**config.mk**
```make
export PLATFORM = sky130hd
export DESIGN_NAME = tcea_ctrl
export DESIGN_NICKNAME = d
export VERILOG_FILES = /design/src/rtl/core/tcea_pkg.sv /design/src/rtl/core/tcea_ctrl.sv
export SDC_FILE = /design/constraint.sdc
export NUM_CORES = 1
export LEC_CHECK = 0
export ABC_AREA = 1
export BUFFER_PORTS_ARGS = -buffer_cell sky130_fd_sc_hd__buf_4
export CAP_MARGIN = 30
export CORE_MARGIN = 2
export CORE_UTILIZATION = 35
export DETAILED_ROUTE_END_ITERATION = 7
export PLACE_DENSITY = 0.69
export SYNTH_ARGS = -nofsm -noshare
export SYNTH_HDL_FRONTEND = slang
export SYNTH_SLANG_ARGS = --single-unit
```
**constraint.sdc**
```tcl
create_clock -name clk -period 2.7 [get_ports clk]
set_input_delay 0.27 -clock clk [delete_from_list [all_inputs] [get_ports clk]]
set_output_delay 0.27 -clock clk [all_outputs]
set_load 0.005 [all_outputs]
```
**src/rtl/core/tcea_pkg.sv**
```systemverilog
`timescale 1ns / 1ps
// ----------------------------------------------------------------------------
// tcea_pkg
// Shared constants, codes, head tables and control structs for the
// track class evidence accumulator.
// ----------------------------------------------------------------------------
package tcea_pkg;

  localparam int MAX_TRACKS_DEF = 32;
  localparam int HEAD_SLOTS     = 26;   // 7 + 2 + 9 + 8 scores per track
  localparam int SCORE_W        = 32;
  localparam int TOT_W          = 36;   // sum of up to nine scores
  localparam int PROD_W         = 48;

  localparam logic [15:0] DECAY_RST = 16'd58982;
  localparam logic [15:0] MINF_RST  = 16'd3;

  // commands
  localparam logic [2:0] CMD_ADD    = 3'd0;
  localparam logic [2:0] CMD_BUMP   = 3'd1;
  localparam logic [2:0] CMD_VERD   = 3'd2;
  localparam logic [2:0] CMD_SHARES = 3'd3;
  localparam logic [2:0] CMD_REMOVE = 3'd4;

  // result status
  localparam logic [1:0] ST_OK       = 2'd0;
  localparam logic [1:0] ST_NOTFOUND = 2'd1;
  localparam logic [1:0] ST_FULL     = 2'd2;
  localparam logic [1:0] ST_NOEV     = 2'd3;

  // result kinds
  localparam logic [1:0] KIND_NONE  = 2'd0;
  localparam logic [1:0] KIND_TRACK = 2'd1;
  localparam logic [1:0] KIND_VERD  = 2'd2;
  localparam logic [1:0] KIND_SHARE = 2'd3;

  // config register indexes (paddr[2])
  localparam logic REG_DECAY = 1'b0;
  localparam logic REG_MINF  = 1'b1;

  function automatic logic [3:0] head_size(input logic [1:0] h);
    logic [3:0] r;
    case (h)
      2'd0:    r = 4'd7;
      2'd1:    r = 4'd2;
      2'd2:    r = 4'd9;
      default: r = 4'd8;
    endcase
    return r;
  endfunction

  function automatic logic [4:0] head_base(input logic [1:0] h);
    logic [4:0] r;
    case (h)
      2'd0:    r = 5'd0;
      2'd1:    r = 5'd7;
      2'd2:    r = 5'd9;
      default: r = 5'd18;
    endcase
    return r;
  endfunction

  typedef struct packed {
    logic       load_in;
    logic       idx_clr;
    logic       idx_inc;
    logic       meta_rd;
    logic       meta_sel_slot;
    logic       cmp_step;
    logic       inval;
    logic       hit_take;
    logic       create;
    logic       clr_wr;
    logic       set_add_slot;
    logic       use_add_slot;
    logic       take_frames;
    logic       k_init_elem;
    logic       k_clr;
    logic       k_inc;
    logic       sc_rd;
    logic       mul;
    logic       sc_wr;
    logic       acc_clr;
    logic       acc_step;
    logic       frames_inc;
    logic       div_start;
    logic       div_sel_best;
    logic       out_load;
    logic [1:0] out_status;
    logic [1:0] out_kind;
  } dp_cmd_t;

  typedef struct packed {
    logic [2:0] op;
    logic       add_noop;
    logic       elem0;
    logic       elem_lt_cap;
    logic       sh_cnt_zero;
    logic       i_last;
    logic       clr_last;
    logic       hit;
    logic       free_any;
    logic       slot_ok;
    logic       k_cont;
    logic       sum_last;
    logic       total_zero;
    logic       sh_last;
    logic       div_busy;
    logic       rm_any;
    logic       out_free;
  } dp_stat_t;

  typedef struct packed {
    logic [1:0]  status;
    logic [15:0] frames;
    logic        stable;
    logic [3:0]  best_index;
    logic [15:0] confidence;
    logic [3:0]  class_index;
    logic [15:0] share;
    logic        last_result;
  } res_t;

endpackage

```
**src/rtl/core/tcea_ctrl.sv**
```systemverilog
`timescale 1ns / 1ps
// ----------------------------------------------------------------------------
// tcea_ctrl
// Sequencer: table search, entry creation and clear, score update loop,
// sum/argmax pass, divides and result emission.
// ----------------------------------------------------------------------------
module tcea_ctrl (
  input  logic               clk,
  input  logic               rst_n,
  input  logic               item_valid,
  output logic               item_ready,
  input  tcea_pkg::dp_stat_t st,
  output tcea_pkg::dp_cmd_t  cmd
);
  import tcea_pkg::*;

  localparam logic [4:0] S_IDLE   = 5'd0;
  localparam logic [4:0] S_DISP   = 5'd1;
  localparam logic [4:0] S_SRD    = 5'd2;
  localparam logic [4:0] S_SCMP   = 5'd3;
  localparam logic [4:0] S_CREATE = 5'd4;
  localparam logic [4:0] S_CLR    = 5'd5;
  localparam logic [4:0] S_ADDSET = 5'd6;
  localparam logic [4:0] S_ACHK1  = 5'd7;
  localparam logic [4:0] S_ACHK2  = 5'd8;
  localparam logic [4:0] S_URD    = 5'd9;
  localparam logic [4:0] S_UMUL   = 5'd10;
  localparam logic [4:0] S_UWR    = 5'd11;
  localparam logic [4:0] S_BUMP   = 5'd12;
  localparam logic [4:0] S_SUMRD  = 5'd13;
  localparam logic [4:0] S_SUMACC = 5'd14;
  localparam logic [4:0] S_SUMCHK = 5'd15;
  localparam logic [4:0] S_DIVW   = 5'd16;
  localparam logic [4:0] S_SHRD   = 5'd17;
  localparam logic [4:0] S_SHDIV  = 5'd18;
  localparam logic [4:0] S_SHW    = 5'd19;
  localparam logic [4:0] S_EMIT   = 5'd20;

  logic [4:0] state_r, state_nxt;
  logic [1:0] em_status_r, em_status_nxt;
  logic [1:0] em_kind_r, em_kind_nxt;

  always_ff @(posedge clk) begin
    if (!rst_n) begin
      state_r     <= S_IDLE;
      em_status_r <= ST_OK;
      em_kind_r   <= KIND_NONE;
    end else begin
      state_r     <= state_nxt;
      em_status_r <= em_status_nxt;
      em_kind_r   <= em_kind_nxt;
    end
  end

  assign item_ready = state_r == S_IDLE;

  always_comb begin
    cmd           = '0;
    state_nxt     = state_r;
    em_status_nxt = em_status_r;
    em_kind_nxt   = em_kind_r;
    cmd.out_status = em_status_r;
    cmd.out_kind   = em_kind_r;
    case (state_r)
      S_IDLE: begin
        if (item_valid) begin
          cmd.load_in = 1'b1;
          state_nxt   = S_DISP;
        end
      end
      S_DISP: begin
        case (st.op)
          CMD_ADD: begin
            if (st.add_noop) begin
              em_status_nxt = ST_OK;
              em_kind_nxt   = KIND_NONE;
              state_nxt     = S_EMIT;
            end else if (st.elem0) begin
              cmd.idx_clr = 1'b1;
              state_nxt   = S_SRD;
            end else begin
              cmd.use_add_slot = 1'b1;
              state_nxt        = S_ACHK1;
            end
          end
          CMD_BUMP, CMD_VERD, CMD_REMOVE: begin
            cmd.idx_clr = 1'b1;
            state_nxt   = S_SRD;
          end
          CMD_SHARES: begin
            if (st.sh_cnt_zero) begin
              state_nxt = S_IDLE;
            end else begin
              cmd.idx_clr = 1'b1;
              state_nxt   = S_SRD;
            end
          end
          default: state_nxt = S_IDLE;
        endcase
      end
      S_SRD: begin
        cmd.meta_rd = 1'b1;
        state_nxt   = S_SCMP;
      end
      S_SCMP: begin
        cmd.cmp_step = 1'b1;
        if (st.op == CMD_REMOVE) begin
          cmd.inval = 1'b1;
          if (st.i_last) begin
            em_status_nxt = st.rm_any ? ST_OK : ST_NOTFOUND;
            em_kind_nxt   = KIND_NONE;
            state_nxt     = S_EMIT;
          end else begin
            cmd.idx_inc = 1'b1;
            state_nxt   = S_SRD;
          end
        end else if (st.hit) begin
          cmd.hit_take = 1'b1;
          if (st.op == CMD_ADD) begin
            state_nxt = S_ADDSET;
          end else if (st.op == CMD_BUMP) begin
            state_nxt = S_BUMP;
          end else begin
            cmd.k_clr   = 1'b1;
            cmd.acc_clr = 1'b1;
            state_nxt   = S_SUMRD;
          end
        end else if (st.i_last) begin
          if (st.op == CMD_ADD || st.op == CMD_BUMP) begin
            if (st.free_any) begin
              state_nxt = S_CREATE;
            end else begin
              em_status_nxt = ST_FULL;
              em_kind_nxt   = KIND_NONE;
              state_nxt     = S_EMIT;
            end
          end else begin
            em_status_nxt = ST_NOTFOUND;
            em_kind_nxt   = KIND_NONE;
            state_nxt     = S_EMIT;
          end
        end else begin
          cmd.idx_inc = 1'b1;
          state_nxt   = S_SRD;
        end
      end
      S_CREATE: begin
        cmd.create  = 1'b1;
        cmd.idx_clr = 1'b1;
        state_nxt   = S_CLR;
      end
      S_CLR: begin
        // zero the new track's 26 scores
        cmd.clr_wr  = 1'b1;
        cmd.idx_inc = 1'b1;
        if (st.clr_last) begin
          state_nxt = (st.op == CMD_ADD) ? S_ADDSET : S_BUMP;
        end
      end
      S_ADDSET: begin
        cmd.set_add_slot = 1'b1;
        if (st.elem_lt_cap) begin
          cmd.k_init_elem = 1'b1;
          state_nxt       = S_URD;
        end else begin
          em_status_nxt = ST_OK;
          em_kind_nxt   = KIND_TRACK;
          state_nxt     = S_EMIT;
        end
      end
      S_ACHK1: begin
        cmd.meta_rd       = 1'b1;
        cmd.meta_sel_slot = 1'b1;
        state_nxt         = S_ACHK2;
      end
      S_ACHK2: begin
        if (st.slot_ok) begin
          cmd.take_frames = 1'b1;
          if (st.elem_lt_cap) begin
            cmd.k_init_elem = 1'b1;
            state_nxt       = S_URD;
          end else begin
            em_status_nxt = ST_OK;
            em_kind_nxt   = KIND_TRACK;
            state_nxt     = S_EMIT;
          end
        end else begin
          em_status_nxt = ST_NOTFOUND;
          em_kind_nxt   = KIND_NONE;
          state_nxt     = S_EMIT;
        end
      end
      S_URD: begin
        cmd.sc_rd = 1'b1;
        state_nxt = S_UMUL;
      end
      S_UMUL: begin
        cmd.mul   = 1'b1;
        state_nxt = S_UWR;
      end
      S_UWR: begin
        cmd.sc_wr = 1'b1;
        if (st.k_cont) begin
          cmd.k_inc = 1'b1;
          state_nxt = S_URD;
        end else begin
          em_status_nxt = ST_OK;
          em_kind_nxt   = KIND_TRACK;
          state_nxt     = S_EMIT;
        end
      end
      S_BUMP: begin
        cmd.frames_inc = 1'b1;
        em_status_nxt  = ST_OK;
        em_kind_nxt    = KIND_TRACK;
        state_nxt      = S_EMIT;
      end
      S_SUMRD: begin
        cmd.sc_rd = 1'b1;
        state_nxt = S_SUMACC;
      end
      S_SUMACC: begin
        cmd.acc_step = 1'b1;
        if (st.sum_last) begin
          state_nxt = S_SUMCHK;
        end else begin
          cmd.k_inc = 1'b1;
          state_nxt = S_SUMRD;
        end
      end
      S_SUMCHK: begin
        if (st.total_zero) begin
          em_status_nxt = ST_NOEV;
          em_kind_nxt   = KIND_TRACK;
          state_nxt     = S_EMIT;
        end else if (st.op == CMD_VERD) begin
          cmd.div_start    = 1'b1;
          cmd.div_sel_best = 1'b1;
          state_nxt        = S_DIVW;
        end else begin
          cmd.k_clr = 1'b1;
          state_nxt = S_SHRD;
        end
      end
      S_DIVW: begin
        if (!st.div_busy) begin
          em_status_nxt = ST_OK;
          em_kind_nxt   = KIND_VERD;
          state_nxt     = S_EMIT;
        end
      end
      S_SHRD: begin
        cmd.sc_rd = 1'b1;
        state_nxt = S_SHDIV;
      end
      S_SHDIV: begin
        cmd.div_start = 1'b1;
        state_nxt     = S_SHW;
      end
      S_SHW: begin
        if (!st.div_busy) begin
          em_status_nxt = ST_OK;
          em_kind_nxt   = KIND_SHARE;
          state_nxt     = S_EMIT;
        end
      end
      S_EMIT: begin
        if (st.out_free) begin
          cmd.out_load = 1'b1;
          if (em_kind_r == KIND_SHARE && !st.sh_last) begin
            cmd.k_inc = 1'b1;
            state_nxt = S_SHRD;
          end else begin
            state_nxt = S_IDLE;
          end
        end
      end
      default: state_nxt = S_IDLE;
    endcase
  end

endmodule

```
## After elaboration in Yosys (flattened, before gate mapping)

Index checks and enable logic that the tools add are counted.

| operators by class | value |
|---|---|
| equal/unequal tests | 38 |
| multiplexer cells | 105 |
| reductions and logical operators | 14 |

Operators with widths:

| operator | number |
|---|---|
| $pmux W5 S20 | 1 |
| $mux W5 | 16 |
| $mux W2 | 30 |
| $mux W1 | 44 |
| $eq A5 B4 Y1 const B | 8 |
| $eq A5 B5 Y1 const B | 5 |
| $ne A2 B2 Y1 const B | 11 |
| $eq A5 B3 Y1 const B | 4 |
| $pmux W2 S9 | 1 |
| $pmux W2 S8 | 1 |
| $pmux W5 S3 | 1 |
| $eq A5 B2 Y1 const B | 2 |
| $pmux W1 S2 | 5 |
| $reduce_and A10 Y1 | 1 |
| $reduce_and A9 Y1 | 1 |
| $reduce_bool A9 Y1 | 1 |
| $mux W4 | 2 |
| $reduce_bool A8 Y1 | 1 |
| $eq A3 B2 Y1 const B | 2 |
| $mux W3 | 2 |
| $pmux W1 S3 | 2 |
| $reduce_or A3 Y1 | 2 |
| $eq A5 B1 Y1 const B | 1 |
| $logic_not A5 Y1 | 1 |
| other kinds (11) | 12 |

| word-level totals | value |
|---|---|
| flip-flop bits (word level) | 9 |
| bits of input ports | 22 |
| output and inout port bits | 30 |
| word-level logic and storage cells | 160 |

## Longest topological paths before layout

Gate-level depths: netlist (run 1).

| depth | value |
|---|---|
| depth after elaboration | 7 |
| mapped depth | 12 |
| gate-level depth less buffers | 12 |

## Least setup slack after synthesis (run 1)

No wires, ideal clock.

| timing path | value |
|---|---|
| path type | register to register |
| start | register state_r[2] |
| end | register em_kind_r[0] |
| library setup time | 113 ps |
| arrival time | 1320 ps |
| data required time | 2587 ps |
| setup slack | 1267 ps |
| stages on the path, launching flop included | 12 |
| buffers on the path | 1 |
| period minus slack after synthesis | 1433 ps |
| cells stage by stage | dfxtp_1 buf_4 nor2_4 nand2_1 nor2_4 inv_2 nand2_1 nor2_1 nand2_2 nand2_2 nor2_1 nor2_1 |

| on the way | value |
|---|---|
| longest elaborated chain between the ends | 3 |
| elaborated cells on any way between the ends | 21 |
| those cells by class | 18 x eq/ne; 1 x mux; 2 x reduce/logical |

RTL lines:

| element | line | RTL |
|---|---|---|
| start, declared | tcea_ctrl.sv:39 | `logic [4:0] state_r, state_nxt;` |
| start signal, assigned | tcea_ctrl.sv:49 | `state_r <= state_nxt;` |
| $eq A5 B5 Y1 (tied with other cells) | tcea_ctrl.sv:64 | `case (state_r)` |
| $reduce_bool A9 Y1 (no line) (tied with other cells) | n/a |  |
| $reduce_and A10 Y1 (no line) | n/a |  |
| end signal, assigned | tcea_ctrl.sv:51 | `em_kind_r <= em_kind_nxt;` |
| end, declared | tcea_ctrl.sv:41 | `logic [1:0] em_kind_r, em_kind_nxt;` |

Several ways; a longest one is shown, not always the timed one.
A chain may end at the register's enable or synchronous reset.

==> flow_summary.ini, run 1 <==
[floorplanning]
die-area_sq_mm = 0.00427
die_w_um = 65.3
ios = 52
die_h_um = 65.3
start_util_pct = 36.2
coreArea_sq_mm = 0.00363
rows = 22

[cts]
clk_latency_ns = 0.24
postCtsSetupRepairBufs = 0
cts_hold_buffers = 0
cts_tree = built
cts.sink_count = 9
post_cts_resized = 0
clk_pin_slew_ns = 0.05
cts.path.max_buffers = 2
numCtsBuffers = 3
htree_levels = 1
cts_root_buf = clkbuf_8

[setup_path]
startpoint_type = flop
crit_type = flop to output pin
critical_path.max_fanout = 12
arrival_ns = 1.76
critPathSlowestCell = dfxtp_1
endpoint_kind = output pin
worst_r2r_path_depth = 10
path_cells = inv_2 -> nand3_2 -> nor2_2 -> nand2_1 -> o32ai_1 -> buf_4
worstReg2RegEnd = em_kind_r[0]
r2r_setup_slack_ns = 0.92
cpPeakStageDelay_ns = 0.37
crit_required_ns = 2.43
timing.rr.start = state_r[4]

[drt]
antenna_left = 0
num_vias = 1760
totalWireLength_um = 4580
highest-signal-layer = met4
wire_per_inst_um = 12.8
drcViolationCount = 0
dr_wl_met2_um = 2090
met1_length_um = 1980
routed_via_density = 4.93
dr_wl_met3_um = 362
drtPass1Iterations = 4
drtIter0Drc = 91

[logic_synthesis]
syn_area_sq_mm = 0.00132
synth_area_leaders = nand2_1 (24%), dfxtp_1 (14%), nor2_1 (12%)
synth_nets = 278
yosys.area.top_type = nand2_1
synth_top_area_share_pct = 23.7
ys_seq_area_share_pct = 13.7
ys_ff_latch = 9
syn_inst = 256
ys_types = 24
yosys_warnings = 0
syn_avg_cell_area_sq_um = 5.14

[timing]
tightest_slew_ns = 0.389
max_freq_mhz = 492
hold_viol_final = 0
clock_skew_ns = 0.00254
setup_viol = 0
slew_viol_final = 0
period_needed_ns = 2.03
rsz0062_at_grt = no
fin_crit_sh_pct = 75.3
maxSlewHeadroom_pct = 74.0
tns_ns = 0

[layout]
fin_area_sq_mm = 0.00179
seqCellArea_sq_um = 180
fillers = 406
multi_input_area_sq_um = 965
syn2layout_area_growth_pct = 35.9
drive_above_1_share_pct = 28.2
diodes = 0
finalNetCount = 332

[hold_path]
hold_class = primary input to flop
hold_depth = 3
hold_end = em_status_r[1]
hp-start = rst_n

[global_route]
grt_pass1_wl_um = 7250
grt_max_degree = 13
overflow = 0
grt_pass1_vias = 1606
grt_antenna_before_repair = 0
grt_usage_pct = 22.4

[run]
drv_cap = 0

[power]
p_sw_share_pct = 48.7
combPwrFrac_pct = 61.3
intPower_mw = 0.530
powerDensity_mw_per_mm2 = 578
ir_drop_mv = 0.409
p_clk_share_pct = 15.7
switchingPower_mw = 0.504
p_leak_nw = 1.05
pwr-share-seq_pct = 22.9

[placed_design]
dpl-instance-area_sq_mm = 0.00174
port_buffers = 51
gp_congestion = 0.954
hpwlAfterDp_um = 3860

[status]
status = completed
==> how the worst max path moves through the flow <==
stage | start | end | slack [ns] | cells past startpoint
after floorplan | state_r[2] | em_kind_r[0] | 1.27 | 11
after detailed placement | state_r[4] | cmd[13] | 0.93 | 6
final | state_r[4] | cmd[6] | 0.67 | 6
after global placement | state_r[4] | cmd[13] | 0.91 | 6
after CTS | state_r[4] | cmd[13] | 0.68 | 6
after global routing | state_r[4] | cmd[13] | 0.55 | 6
==> layout make-up <==
type	count	area share, %
repair buffers	51	21.4
multi-input cells	204	53.9
clock buffers	4	2.52
inverters	41	8.74
flip-flops and latches	9	10.1
well taps	48	3.36
==> metrics by stage <==
step / total power [mW] / cells / utilization, % / worst slack, ns / hold slack [ns]
after floorplan: 0.641 / 256 / - / 1.27 / 0.390
after global placement: 0.874 / 353 / 48.0 / 0.906 / 0.507
after detailed placement: 0.870 / 353 / 48.0 / 0.933 / 0.496
after CTS: 1.04 / 357 / 49.2 / 0.680 / 0.298
after global routing: 1.13 / 357 / 49.2 / 0.549 / 0.307
final: 1.03 / 357 / 49.2 / 0.666 / 0.302
==> flip-flops by register name (all words and copies together) (netlist names) <==
register and cells:
em_status_r 2, em_kind_r 2, state_r 5
==> synth_stat cells <==
cell type,n
nand2_1,83
nor2_1,43
inv_1,28
nand3_1,21
inv_2,12
a21oi_1,10
dfxtp_1,9
nand2_2,7
nand3b_1,6
nand4_1,6
nor2_2,6
o21ai_0,6
nor2_4,4
nor3_1,3
buf_4,2
nand3_2,2
inv_4,1
nand3_4,1
o211ai_1,1
o21ai_1,1
o21bai_1,1
o311ai_0,1
o31ai_1,1
o32ai_1,1
==> logic make-up after synthesis <==
| logic type | share of synthesized area, % |
|---|---|
| AOI/OAI and AO/OA | 9.51 |
| buffers and inverters | 13.0 |
| DFF | 13.7 |
| and+or+nand+nor | 63.8 |
==> cells in the final DEF (no fill, tap or decap), types with 6 or more instances in the layout <==
master,netlist,routed
a21oi_1,10,10
nand3_1,21,21
nand3b_1,6,6
nor2_1,43,43
buf_4,2,51
inv_2,12,12
nand2_2,7,7
inv_1,28,28
o21ai_0,6,6
dfxtp_1,9,9
nor2_2,6,6
nand4_1,6,6
nand2_1,83,83
==> worst max-delay path: cells and delay by family (launching register included) <==
kind	cells	cell delay [ns]
and+or+nand+nor	3	0.60
DFF	1	0.37
buffers and inverters	2	0.41
AOI/OAI and AO/OA	1	0.14
==> power groups by stage <==
stage / Sequential, mW / Combinational [mW] / Clock [mW]
detailed placement: 0.239 / 0.631 / 0
global placement: 0.239 / 0.634 / 0
finish: 0.237 / 0.634 / 0.163
CTS: 0.237 / 0.633 / 0.166
floorplan: 0.226 / 0.415 / 0
global route: 0.244 / 0.713 / 0.173
==> routing by layer <==
| metal | track usage, % | vias up |
|---|---|---|
| li1 | - | 919 |
| met1 | 28.2 | 751 |
| met2 | 36.1 | 78 |
| met3 | 4.62 | 12 |
| met4 | 10.9 | 0 |
| met5 | 0 | - |
(Power assumes the default switching activity.)
==> run 2: changes to the inputs <==
clock period = 2.1 ns   (was 2.7 ns; I/O delays follow)
==> run 2 against run 1 <==
  * Sequential share of layout area down 0.056 points
  * Clock power up 26%
  * Utilization up 0.28 points
  * First-iteration DRC count up 24%
  * Register-to-register slack worse by 0.58 ns
  * Combinational power up 30%
  * Cell area up 0.56%
==> flow_summary.ini, run 2 (synthesis gave the netlist of run 1 again) <==
[timing]
period_needed_ns = 1.91
setup_viol = 0
fin_crit_sh_pct = 91.0
max_freq_mhz = 523
hold_ws_ns = 0.245
hold_viol_final = 0
tns_ns = 0
setup_ws_ns = 0.189
maxSlewHeadroom_pct = 75.4
rsz0062_at_grt = no
clock_skew_ns = 0.00157
tightest_slew_ns = 0.369
slew_viol_final = 0

[setup_path]
critPathTopFamily = simple AND/OR/NAND/NOR gates
cp-startpoint = state_r[4]
path_cells = inv_4 -> nand2_1 -> nor2_2 -> nand3_1 -> o311ai_0 -> buf_4
startpoint_type = flop
critical_path.max_fanout = 12
crit_required_ns = 1.89
endpoint_kind = output pin
cpPeakStageDelay_ns = 0.39
cp_num_buf_inv = 2
crit_type = flop to output pin
critPathSlowestCell = dfxtp_1
arrival_ns = 1.70
timing.rr.start = state_r[2]

[layout]
reg_top3 = state_r x5, em_kind_r x2, em_status_r x2
syn2layout_area_growth_pct = 36.7
finalNetCount = 333
layout_common_cells = nand2_1 (83), buf_4 (52), nor2_1 (43)
diodes = 0
drive_above_1_share_pct = 28.4
largest_reg_flops = 5
layout_commonest_cell = nand2_1
regMostFlops = state_r

[floorplanning]
ios = 52
die_w_um = 65.3
die_h_um = 65.3
coreArea_sq_mm = 0.00363
start_util_pct = 36.2
rows = 22
die-area_sq_mm = 0.00427

[cts]
cts_root_buf = clkbuf_8
postCtsSetupRepairBufs = 0
numCtsBuffers = 3
htree_levels = 1
clk_pin_slew_ns = 0.05
cts.path.max_buffers = 2
cts_tree = built
clk_latency_ns = 0.23
cts.sink_count = 9

[drt]
drtIter0Drc = 113
drtPass1Iterations = 4
antenna_left = 0
totalWireLength_um = 4530
wire_per_inst_um = 12.6
dr_wl_met2_um = 2060
routed_via_density = 5.04
highest-signal-layer = met4
dr_wl_met3_um = 381
met1_length_um = 2010
drcViolationCount = 0
num_vias = 1806

[global_route]
grt_pass1_vias = 1595
grt_pass1_wl_um = 7330
overflow = 0
grt_antenna_before_repair = 0
grt_max_degree = 13
grt_usage_pct = 21.9

[run]
drv_cap = 0

[power]
p_leak_nw = 1.06
ir_drop_mv = 0.465
powerDensity_mw_per_mm2 = 741

[placed_design]
dp_slack_ns = 0.355
gp_congestion = 0.979
port_buffers = 51
hpwlAfterDp_um = 3810

[hold_path]
hp-start = rst_n
hold_class = primary input to flop

[status]
status = completed
-- run 2: cell count changes in the layout (fill, tap and decap cells not counted) --
cell,change
buf_4,+1
inv_2,-1
inv_4,+1
-- run 2: path summary, 6_finish.rpt --
check | end | slack [ns] | cells after the start
worst max-delay path | cmd[13] | 0.19 | 6
worst min-delay path | em_kind_r[0] | 0.25 | 3
worst max register to register | state_r[0] | 0.34 | 10
worst min register to register | em_status_r[0] | 0.53 | 2
-- run 2: worst reg2reg max path, stage by stage, from the launching register on --
cell and delay (ns):
dfxtp_1 0.53, inv_2 0.09, nor2_1 0.20, nand2_1 0.11, nor2_2 0.19, nand2_1 0.07
nand2_1 0.12, nor2_1 0.08, nand3_1 0.11, nand2_1 0.07, a21oi_1 0.11
-- run 2: per-stage QoR --
step,instances,power [mW],instance area (sq um),utilization [%]
after global placement,354,1.13,1750,48.2
final,358,1.33,1800,49.5
after global routing,358,1.45,1800,49.5
after CTS,358,1.33,1800,49.4
after floorplan,256,0.824,1320,-
after detailed placement,354,1.12,1750,48.2
-- run 2: final cells by class --
type                    instances  area, sq um
clock buffers                   4         45.0
repair buffers                 52          390
multi-input cells             204          965
fillers                       411         1830
flip-flops and latches          9          180
well taps                      48         60.1
inverters                      41          159
-- run 2: what timing repair did --
action,CTS,global route
endpoints found under the setup margin,0,1
hold buffers,0,0
resized for setup,0,1
-- run 2: per-layer routing --
| metal | global-route usage, % | up-vias |
|---|---|---|
| li1 | - | 918 |
| met1 | 30.1 | 792 |
| met2 | 36.0 | 88 |
| met3 | 2.40 | 8 |
| met4 | 6.51 | 0 |
| met5 | 0 | - |
-- run 2: report_power, final --
part	internal, mW	switching (mW)	total, mW
Clock	0.133	0.0723	0.205
Combinational	0.324	0.500	0.825
Sequential	0.229	0.0748	0.303
